===== config.mk =====
export PLATFORM = sky130hd
export DESIGN_NAME = http_request_line_check
export DESIGN_NICKNAME = d
export VERILOG_FILES = /design/src/hrlc_pkg.sv /design/src/http_request_line_check.sv /design/src/hrlc_scan.sv
export VERILOG_INCLUDE_DIRS = /design/src /design/src/src
export SDC_FILE = /design/constraint.sdc
export NUM_CORES = 1
export LEC_CHECK = 0
export ABC_AREA = 1
export BUFFER_PORTS_ARGS = -buffer_cell sky130_fd_sc_hd__buf_2
export CAP_MARGIN = 20
export CORE_MARGIN = 2
export CORE_UTILIZATION = 30
export DETAILED_ROUTE_END_ITERATION = 6
export GPL_ROUTABILITY_DRIVEN = 0
export HOLD_SLACK_MARGIN = 0.05
export PLACE_DENSITY = 0.51
export REMOVE_ABC_BUFFERS = 1
export SETUP_SLACK_MARGIN = 0.15
export SYNTH_ARGS = -nofsm -noshare
export SYNTH_HDL_FRONTEND = slang
export SYNTH_SLANG_ARGS = --single-unit

===== constraint.sdc =====
create_clock -name clk -period 3.2 [get_ports clk]
set_clock_uncertainty 0.2 [all_clocks]
set_input_delay 0.32 -clock clk [delete_from_list [all_inputs] [get_ports clk]]
set_output_delay 0.32 -clock clk [all_outputs]
set_load 0.1 [all_outputs]

===== src/http_request_line_check_defines.svh =====
// ----------------------------------------------------------------------------
// HTTP request line check: assertion macros
// Shared concurrent assertion wrappers for the request line checker.
// ----------------------------------------------------------------------------
`ifndef HTTP_REQUEST_LINE_CHECK_DEFINES_SVH
`define HTTP_REQUEST_LINE_CHECK_DEFINES_SVH

// Check on every clock edge outside reset.
`define HRLC_ASSERT(label, prop, msg) \
	label: assert property (@(posedge clk) disable iff (!arst_n) prop) else $error(msg);

// Check on every clock edge, reset included.
`define HRLC_ASSERT_ALWAYS(label, prop, msg) \
	label: assert property (@(posedge clk) prop) else $error(msg);

`endif


===== src/hrlc_pkg.sv =====
// ----------------------------------------------------------------------------
// HTTP request line check: package
// Method and version tables, reason codes and the verdict type.
// ----------------------------------------------------------------------------
package hrlc_pkg;

	localparam int METHOD_COUNT = 9;
	localparam logic [3:0] METHOD_MAX_LEN = 4'd8;
	localparam logic [3:0] VERSION_LEN = 4'd8;

	localparam logic [7:0] CHAR_NUL = 8'h00;
	localparam logic [7:0] CHAR_LF = 8'h0A;
	localparam logic [7:0] CHAR_CR = 8'h0D;
	localparam logic [7:0] CHAR_SPACE = 8'h20;

	localparam logic [1:0] REASON_PASS = 2'd0;
	localparam logic [1:0] REASON_NO_METHOD = 2'd1;
	localparam logic [1:0] REASON_NO_LINE_END = 2'd2;
	localparam logic [1:0] REASON_NO_VERSION = 2'd3;

	typedef struct packed {
		logic is_request;
		logic [1:0] fail_reason;
	} hrlc_verdict_t;

	// Method names, left aligned, zero padded to eight bytes.
	function automatic logic [7:0] method_char(input logic [3:0] m, input logic [2:0] p);
		logic [63:0] s;
		unique case (m)
			4'd0: s = {"GET ", 32'h0};
			4'd1: s = {"POST ", 24'h0};
			4'd2: s = {"PUT ", 32'h0};
			4'd3: s = {"DELETE ", 8'h0};
			4'd4: s = {"HEAD ", 24'h0};
			4'd5: s = "OPTIONS ";
			4'd6: s = {"PATCH ", 16'h0};
			4'd7: s = {"TRACE ", 16'h0};
			4'd8: s = "CONNECT ";
			default: s = 64'h0;
		endcase
		return s[(7 - int'(p)) * 8 +: 8];
	endfunction

	// Length of each method name, trailing space included.
	function automatic logic [3:0] method_len(input logic [3:0] m);
		logic [3:0] n;
		unique case (m)
			4'd0: n = 4'd4;
			4'd1: n = 4'd5;
			4'd2: n = 4'd4;
			4'd3: n = 4'd7;
			4'd4: n = 4'd5;
			4'd5: n = 4'd8;
			4'd6: n = 4'd6;
			4'd7: n = 4'd6;
			4'd8: n = 4'd8;
			default: n = 4'd0;
		endcase
		return n;
	endfunction

	// " HTTP/1." one character at a time.
	function automatic logic [7:0] version_char(input logic [2:0] p);
		logic [63:0] s;
		s = " HTTP/1.";
		return s[(7 - int'(p)) * 8 +: 8];
	endfunction

endpackage


===== src/http_request_line_check.sv =====
// ----------------------------------------------------------------------------
// HTTP request line check: top level
// Checks a byte stream for an HTTP request line, one byte per cycle unless a verdict waits for the receiver.
// ----------------------------------------------------------------------------
// Usage:
//   Input channel (in_valid / in_ready) carries one message byte per
//   transaction in data_byte, with last_byte high on the final byte.
//   A zero byte ends the string; later bytes up to last_byte are ignored.
//   Output channel (out_valid / out_ready) carries one transaction per
//   message, produced only for the byte flagged last: is_request and
//   fail_reason (0 pass, 1 no method, 2 no CR LF, 3 no version before CR LF).
//   Throughput: one byte per cycle while no verdict waits for the receiver;
//   the scanner updates its match state once for every byte that advances.
//   The last byte passes through the input register; its verdict is then
//   loaded into the result register, which drives out_valid, once that
//   register is free.
//   Reset clears the valid flags of both registers and the match state; the
//   block is ready for a byte as soon as reset is released.
//   When the receiver stalls, the verdict holds in the output register;
//   non-last bytes keep flowing, and a new last byte waits in the input
//   register until the output register frees up.
// ----------------------------------------------------------------------------
`include "http_request_line_check_defines.svh"

module http_request_line_check (
	input  logic       clk,
	input  logic       arst_n,
	input  logic       in_valid,
	output logic       in_ready,
	input  logic [7:0] data_byte,
	input  logic       last_byte,
	output logic       out_valid,
	input  logic       out_ready,
	output logic       is_request,
	output logic [1:0] fail_reason
);

	// input register
	logic       valid_s1;
	logic [7:0] data_byte_s1;
	logic       last_byte_s1;

	// result register
	logic       out_valid_q;
	logic       is_request_q;
	logic [1:0] fail_reason_q;

	logic out_free;
	logic advance_s1;
	hrlc_pkg::hrlc_verdict_t verdict;

	// A byte leaves the input register unless it carries a verdict that
	// has nowhere to go yet.
	assign out_free   = !out_valid_q || out_ready;
	assign advance_s1 = valid_s1 && (!last_byte_s1 || out_free);
	assign in_ready   = !valid_s1 || advance_s1;

	always_ff @(posedge clk or negedge arst_n) begin
		if (!arst_n) begin
			valid_s1 <= 1'b0;
		end else if (in_valid && in_ready) begin
			valid_s1 <= 1'b1;
		end else if (advance_s1) begin
			valid_s1 <= 1'b0;
		end
	end

	// hold the payload until a new transaction lands
	always_ff @(posedge clk) begin
		if (in_valid && in_ready) begin
			data_byte_s1 <= data_byte;
			last_byte_s1 <= last_byte;
		end
	end

	hrlc_scan u_scan (
		.clk       (clk),
		.arst_n    (arst_n),
		.step      (advance_s1),
		.data_byte (data_byte_s1),
		.last_byte (last_byte_s1),
		.verdict   (verdict)
	);

	// Load the verdict on the last byte, drop it once taken.
	always_ff @(posedge clk or negedge arst_n) begin
		if (!arst_n) begin
			out_valid_q <= 1'b0;
		end else if (advance_s1 && last_byte_s1) begin
			out_valid_q <= 1'b1;
		end else if (out_ready) begin
			out_valid_q <= 1'b0;
		end
	end

	always_ff @(posedge clk) begin
		if (advance_s1 && last_byte_s1) begin
			is_request_q  <= verdict.is_request;
			fail_reason_q <= verdict.fail_reason;
		end
	end

	assign out_valid   = out_valid_q;
	assign is_request  = is_request_q;
	assign fail_reason = fail_reason_q;

	`HRLC_ASSERT_ALWAYS(a_reset_idle, !arst_n |-> !out_valid_q && !valid_s1, "registers not empty in reset")
	`HRLC_ASSERT(a_verdict_code, out_valid_q |-> is_request_q == (fail_reason_q == hrlc_pkg::REASON_PASS), "verdict flag disagrees with reason")
	`HRLC_ASSERT(a_out_hold, out_valid_q && !out_ready |=> out_valid_q && $stable(is_request_q) && $stable(fail_reason_q), "verdict changed while stalled")

endmodule


===== src/hrlc_scan.sv =====
// ----------------------------------------------------------------------------
// HTTP request line check: byte scanner
// Holds the match state, advances it by one byte a step and gives the verdict.
// ----------------------------------------------------------------------------
`include "http_request_line_check_defines.svh"

module hrlc_scan (
	input  logic                   clk,
	input  logic                   arst_n,
	input  logic                   step,
	input  logic [7:0]             data_byte,
	input  logic                   last_byte,
	output hrlc_pkg::hrlc_verdict_t verdict
);

	logic [hrlc_pkg::METHOD_COUNT-1:0] methods_alive_q, methods_alive_d;
	logic [3:0] byte_position_q, byte_position_d;
	logic method_matched_q, method_matched_d;
	logic [3:0] version_progress_q, version_progress_d;
	logic version_found_q, version_found_d;
	logic previous_was_cr_q, previous_was_cr_d;
	logic line_end_found_q, line_end_found_d;
	logic string_ended_q, string_ended_d;

	always_comb begin
		methods_alive_d = methods_alive_q;
		byte_position_d = byte_position_q;
		method_matched_d = method_matched_q;
		version_progress_d = version_progress_q;
		version_found_d = version_found_q;
		previous_was_cr_d = previous_was_cr_q;
		line_end_found_d = line_end_found_q;
		string_ended_d = string_ended_q;

		if (step && !string_ended_q) begin
			if (data_byte == hrlc_pkg::CHAR_NUL) begin
				string_ended_d = 1'b1;
			end else begin
				// method prefixes, stop once one matched or past the longest
				if (!method_matched_q && byte_position_q < hrlc_pkg::METHOD_MAX_LEN) begin
					for (int i = 0; i < hrlc_pkg::METHOD_COUNT; i++) begin
						if (methods_alive_q[i]) begin
							if (byte_position_q >= hrlc_pkg::method_len(4'(i)) ||
							    hrlc_pkg::method_char(4'(i), byte_position_q[2:0]) != data_byte) begin
								methods_alive_d[i] = 1'b0;
							end else if (byte_position_q + 4'd1 == hrlc_pkg::method_len(4'(i))) begin
								method_matched_d = 1'b1;
							end
						end
					end
					byte_position_d = byte_position_q + 4'd1;
				end
				// version text, only before the first line end
				if (!version_found_q && !line_end_found_q) begin
					if (version_progress_q < hrlc_pkg::VERSION_LEN &&
					    hrlc_pkg::version_char(version_progress_q[2:0]) == data_byte) begin
						version_progress_d = version_progress_q + 4'd1;
						if (version_progress_q + 4'd1 == hrlc_pkg::VERSION_LEN) begin
							version_found_d = 1'b1;
						end
					end else begin
						version_progress_d = (data_byte == hrlc_pkg::CHAR_SPACE) ? 4'd1 : 4'd0;
					end
				end
				// CR LF detector
				if (previous_was_cr_q && data_byte == hrlc_pkg::CHAR_LF) begin
					line_end_found_d = 1'b1;
				end
				previous_was_cr_d = (data_byte == hrlc_pkg::CHAR_CR);
			end
		end

		// first failed check wins
		priority if (!method_matched_d) begin
			verdict.fail_reason = hrlc_pkg::REASON_NO_METHOD;
		end else if (!line_end_found_d) begin
			verdict.fail_reason = hrlc_pkg::REASON_NO_LINE_END;
		end else if (!version_found_d) begin
			verdict.fail_reason = hrlc_pkg::REASON_NO_VERSION;
		end else begin
			verdict.fail_reason = hrlc_pkg::REASON_PASS;
		end
		verdict.is_request = (verdict.fail_reason == hrlc_pkg::REASON_PASS);
	end

	always_ff @(posedge clk or negedge arst_n) begin
		if (!arst_n) begin
			methods_alive_q <= '1;
			byte_position_q <= '0;
			method_matched_q <= 1'b0;
			version_progress_q <= '0;
			version_found_q <= 1'b0;
			previous_was_cr_q <= 1'b0;
			line_end_found_q <= 1'b0;
			string_ended_q <= 1'b0;
		end else if (step && last_byte) begin
			// verdict given: start over for the next message
			methods_alive_q <= '1;
			byte_position_q <= '0;
			method_matched_q <= 1'b0;
			version_progress_q <= '0;
			version_found_q <= 1'b0;
			previous_was_cr_q <= 1'b0;
			line_end_found_q <= 1'b0;
			string_ended_q <= 1'b0;
		end else begin
			methods_alive_q <= methods_alive_d;
			byte_position_q <= byte_position_d;
			method_matched_q <= method_matched_d;
			version_progress_q <= version_progress_d;
			version_found_q <= version_found_d;
			previous_was_cr_q <= previous_was_cr_d;
			line_end_found_q <= line_end_found_d;
			string_ended_q <= string_ended_d;
		end
	end

	`HRLC_ASSERT(a_restart_after_last, step && last_byte |=> methods_alive_q == '1 && byte_position_q == 4'd0 && !method_matched_q && !string_ended_q, "scan state not cleared after last byte")
	`HRLC_ASSERT(a_version_full, version_found_q |-> version_progress_q == hrlc_pkg::VERSION_LEN, "version found without full match")
	`HRLC_ASSERT(a_method_alive, method_matched_q |-> methods_alive_q != '0, "method matched with no method alive")

endmodule

# After elaboration in Yosys (flattened, before gate mapping)
# Index checks and enable logic that the tools add are counted.
# word_totals
ff_bits,36
inputBits,13
output_inout_bits,5
elab_cells,311
# op_classes
addsub,4
n_lt_le_gt_ge,11
n_eq_ne,24
shifts,10
muxes,209
reduce_logical,39
# op_table
cell,count
two-way mux 64 bit,36
indexed part select 64 x 7 -> 8 bit,9
two-way mux 4 bit,90
two-way mux 1 bit,76
inequality test 8 bit,9
"indexed part select 64 x 32 -> 8 bit, first input constant",1
== test 4 bit,9
greater-or-equal comparator 4 bit,9
two-way mux 9 bit,4
"== test 8 x 4 -> 1 bit, second input constant",2
logical OR 1 bit,12
nonzero test 2 bit,6
"adder 4 x 1 -> 4 bit, second input constant",2
"== test 8 x 6 -> 1 bit, second input constant",1
== test 8 bit,1
logical AND 1 bit,8
logical NOT 8 bit,1
"less-than comparator 4 bit, second input constant",2
"subtractor 3 x 3 -> 4 bit, first input constant",2
logical NOT 1 bit,7
two-way mux 2 bit,3
AND reduction 3 bit,2
"== test 4 bit, second input constant",1
AND reduction 2 bit,2
2 further kinds,2

# Logic depth before layout (Yosys ltp)
# depth
ltp_word,53
ltp_mapped,19
ltp_nobuf,18

# Modules after synthesis
# From an unflattened synthesis, not the netlist that was laid out.
# unflattened
cells_unflattened,441
hier_area_um2,2942.8
# by_module_without_submodules
mod,n_inst,cells_each,area_per_inst_um2,seq_area_each_um2
hrlc_scan,1,414,2472.4,561.8
http_request_line_check,1,27,470.5,410.4

# Worst setup path before layout
# OpenSTA, ideal clock, no wires.
# synth_timing
path_type,reg2reg
from,"reg out_valid_q, in the netlist out_valid"
to,"reg data_byte_s1[0], enable pin"
setup_time_ps,285
t_arrival_ps,2649
required_ps,2715
path_slack_ps,66
path_stages_with_launch,4
path_buffers,0
synth_period_minus_slack_ps,3134
path_cell_list,dfrtp_1 -> nand4_1 -> nand2_1 -> inv_1
# synth_via
elab_chain_len,6
# synth_lines
element,line,text
"start, declared",http_request_line_check.sv:44,logic out_valid_q;
"start signal, assigned",http_request_line_check.sv:88,out_valid_q <= 1'b0;
"start signal, assigned",http_request_line_check.sv:90,out_valid_q <= 1'b1;
"start signal, assigned",http_request_line_check.sv:92,out_valid_q <= 1'b0;
logical NOT 1 bit,http_request_line_check.sv:54,assign out_free = !out_valid_q || out_ready;
logical OR 1 bit,http_request_line_check.sv:54,
logical OR 1 bit,http_request_line_check.sv:55,assign advance_s1 = valid_s1 && (!last_byte_s1 || out_free);
logical AND 1 bit,http_request_line_check.sv:55,
logical OR 1 bit,http_request_line_check.sv:56,assign in_ready = !valid_s1 || advance_s1;
via in_ready,http_request_line_check.sv:29,"output logic in_ready,"
logical AND 1 bit,http_request_line_check.sv:70,if (in_valid && in_ready) begin
"end signal, assigned",http_request_line_check.sv:71,data_byte_s1 <= data_byte;
"end, declared",http_request_line_check.sv:40,logic [7:0] data_byte_s1;
# The timed path passes the listed nets, and every way through them passes these cells.
# A chain may end at the register's enable or synchronous reset.

==> key figures <==
STA
  • Final hold violations: 0
  • TNS Setup: 0 ns
  • Slew @ Worst Pin: about 0.6 ns
  • Fin crit share: 0.875
  • Fin. max-slew vios: 0
  • RSZ-0062 raised after global routing: yes
  • Fmax: 357 MHz
  • Setup ws final: between 0.4 and 0.5 ns
  • Fin crit period: 2.80 ns
  • Slew headroom: 0.596
  • Setup Viol. Count Final: 0

Setup path
  • Buf/Inv on CP: 3
  • Arrival time worst endpoint: roughly 2.7 ns
  • R2R depth: 15
  • Setup Crit Path Kind: flop to flop
  • CP endpoint kind: flop
  • CP most frequent cell: nand2_1
  • Reg2reg start: u_scan.byte_position_q[1]$_DFFE_PN0P_
  • CP peak stage delay: 0.53 ns
  • Crit-path leading delay family: simple AND/OR/NAND/NOR gates
  • R2R Setup Slk: ~0.40 ns
  • Reg2reg end: fail_reason[0]$_DFFE_PP_
  • Worst Path Max Fanout: 10
  • Critical path cell sequence: inv_1 -> ha_2 -> inv_1 -> nor2_1 -> o211ai_1 -> nor2_1 -> nand2_1 -> nand2_1 -> nand2_1 -> nand2_1 -> inv_1 -> nand2_1 -> nand2_2 -> nand2_1 -> nand2_1
  • CP required: 3.05 ns
  • Slowest cell on the critical path: dfrtp_1
  • CP Launch Type: flop

Clock tree
  • CTS clock-pin slew for the worst setup and hold paths: ~0.08 ns
  • TritonCTS clock tree: yes
  • Clk sinks: 36
  • Clock root cell: clkbuf_8
  • Clk Latency, worst-skew pair: 0.30 ns
  • Clock Path Buffers: 2
  • H-Tree Depth: 2
  • Num CTS Buffers: 5

Status
  • Failing checks: DRC
  • Outcome: complete, but fails checks

Power
  • VDD IR max: 0.249 mV
  • P_leak: between 1.5 and 2 nW
  • PD cells: between 500 and 600 nW/µm²

Min path
  • Hold wc startpoint: out_ready
  • Min-Delay Path Depth: 4
  • Hold Path Sink: out_valid$_DFFE_PN0P_
  • HP Class: input port to flop

Flow run
  • Max_cap viols: 0

Floorplanning
  • Core ar.: 9640 µm²
  • Die footprint: 10600 µm²
  • Die Width: approximately 100 µm
  • Starting density of the core: 0.303
  • Die span in y: 103 µm
  • I/O pin count: 18
  • # rows: 36

Global route
  • Antenna violations before repair: 0
  • GRT Total Usage: 0.180
  • First-pass GRT wire length: between 10 and 15 mm
  • Total gr overflow: 0
  • Number of global-route vias before repair: roughly 2800
  • Largest net degree at the start of global routing: 25

Route
  • Vias after detailed routing: 2970
  • Per-cell routed wire length: 14.9 µm
  • Total Wirelength: a little under 9 mm
  • Final ANT Viol Nets: 0
  • DRC: 2
  • DRT iter0 DRCs: 270
  • Vias per inst: between 4 and 5
  • First-pass detailed-route iteration total: 7

Synthesis
  • Syn Inst Count: 440
  • Avg Cell Area, Syn: approximately 6.6 µm²
  • Post-synthesis cell type count: 33
  • Synthesized flop and latch total: 36
  • Ys Warns: 0
  • Netlist Area Pre-Place: ~2900 µm²
  • Sequential share of the synthesized area: 0.332

Final layout
  • Share of cells above drive strength 1: 0.126
  • Commonest non-fill, non-tap cell in the layout: nand2_1
  • Ant. Diodes: 0
  • Fill count: approximately 1000
  • P&R area growth vs syn: 13.8%
  • Area of the multi-input gates: 1670 µm²
  • Most frequent cells in the layout: nand2_1, nor2_1, nand3_1
  • Nets: between 400 and 500
  • Reg area: 972 µm²
  • Final core utilization: 0.345

Placed design
  • Post-DP HPWL: 6.45 mm
  • Pre-CTS WS: approximately 0.44 ns
  • Port bufs: 17
## power by group
part / internal [mW] / total [mW] / switching [mW]
Clock: 0.151 / 0.325 / 0.174
Sequential: 0.542 / 0.608 / 0.0654
Combinational: 0.310 / 0.986 / 0.676
## worst max-delay path by stage
stage / startpoint / endpoint / slack (ns) / cells after the start
final: u_scan.byte_position_q[1]$_DFFE_PN0P_ / fail_reason[0]$_DFFE_PP_ / 0.40 / 15
after global routing: u_scan.byte_position_q[1]$_DFFE_PN0P_ / fail_reason[1]$_DFFE_PP_ / 0.15 / 17
after CTS: u_scan.byte_position_q[1]$_DFFE_PN0P_ / fail_reason[0]$_DFFE_PP_ / 0.39 / 15
after detailed placement: u_scan.byte_position_q[1]$_DFFE_PN0P_ / fail_reason[0]$_DFFE_PP_ / 0.44 / 15
after global placement: u_scan.byte_position_q[1]$_DFFE_PN0P_ / fail_reason[0]$_DFFE_PP_ / 0.47 / 15
after floorplan: out_valid$_DFFE_PN0P_ / data_byte_s1[0]$_DFFE_PP_ / 0.07 / 3
## Yosys cell counts
master	instances	area [µm²]
nand3_1	49	245
buf_6	4	45.0
or2_2	1	6.26
o22ai_1	2	12.5
clkinv_1	3	11.3
inv_4	1	6.26
edfxtp_1	12	360
nor2_2	3	18.8
nand4_2	1	12.5
buf_4	3	22.5
a211oi_1	1	7.51
dfrtp_1	15	375
o21ai_1	2	10.0
dfstp_2	9	236
inv_2	6	22.5
nand2_1	155	582
a21oi_1	12	60.1
a221o_1	1	10.0
nor2_1	51	191
a41oi_1	1	8.76
nor3_1	6	30.0
o21ai_0	14	70.1
nand2_4	1	11.3
nor4_1	1	6.26
o211ai_1	5	37.5
nor2_4	3	33.8
buf_2	5	25.0
xor2_1	9	78.8
clkbuf_1	1	3.75
inv_1	39	146
ha_1	14	175
nand2_2	3	18.8
nand4_1	7	43.8
## metrics by stage
stage,hold WS (ns),cell area [µm²],instances,total power [mW]
floorplan,-0.176,2830,427,1.30
global placement,0.169,3130,584,1.58
detailed placement,0.163,3130,584,1.57
finish,0.0844,3330,603,1.92
global route,0.108,3330,603,2.08
CTS,0.0868,3330,603,1.91
## metal layers
metal  GRT usage  vias up  part of all wire
met4      0.0607        0             0.031
met1       0.243     1342              0.45
li1            -     1471                 -
met2       0.295      125              0.46
met5           0        -                 0
met3      0.0312       32             0.055
## flip-flops by register name, indices dropped and copies added, names as in the netlist
name,flops
u_scan.byte_position_q,4
u_scan.line_end_found_q,1
u_scan.method_matched_q,1
u_scan.previous_was_cr_q,1
data_byte_s1,8
u_scan.version_progress_q,4
u_scan.methods_alive_q,9
fail_reason,2
u_scan.string_ended_q,1
last_byte_s1,1
out_valid,1
u_scan.version_found_q,1
is_request,1
valid_s1,1
## tightest hold or removal path, stage by stage
cell     delay (ns)
buf_2          0.07
inv_1          0.05
nand2_1        0.05
nand2_1        0.05
## cell families after synthesis
| logic type | synth area share |
|---|---|
| compound gates | 0.0740 |
| xor+xnor | 0.0269 |
| fa+ha+maj | 0.0599 |
| buf+inv | 0.0967 |
| flops | 0.332 |
| simple gates | 0.410 |
## cell type report
type | instances | area share
multi-input combinational | 342 | 0.502
timing repair buffer | 35 | 0.0744
tap | 133 | 0.0500
clock inverter | 2 | 0.00338
clock buffer | 6 | 0.0218
inverter | 49 | 0.0560
sequential | 36 | 0.292
## what timing repair did
| item | in CTS | in global routing |
|---|---|---|
| resized for setup | 0 | 1 |
| endpoints found under the setup margin | 0 | 1 |
| setup buffers | 0 | 0 |
| hold buffers | 11 | 0 |
| endpoints found under the hold margin | 25 | 0 |
No activity file was read; power rests on OpenSTA's default activity.
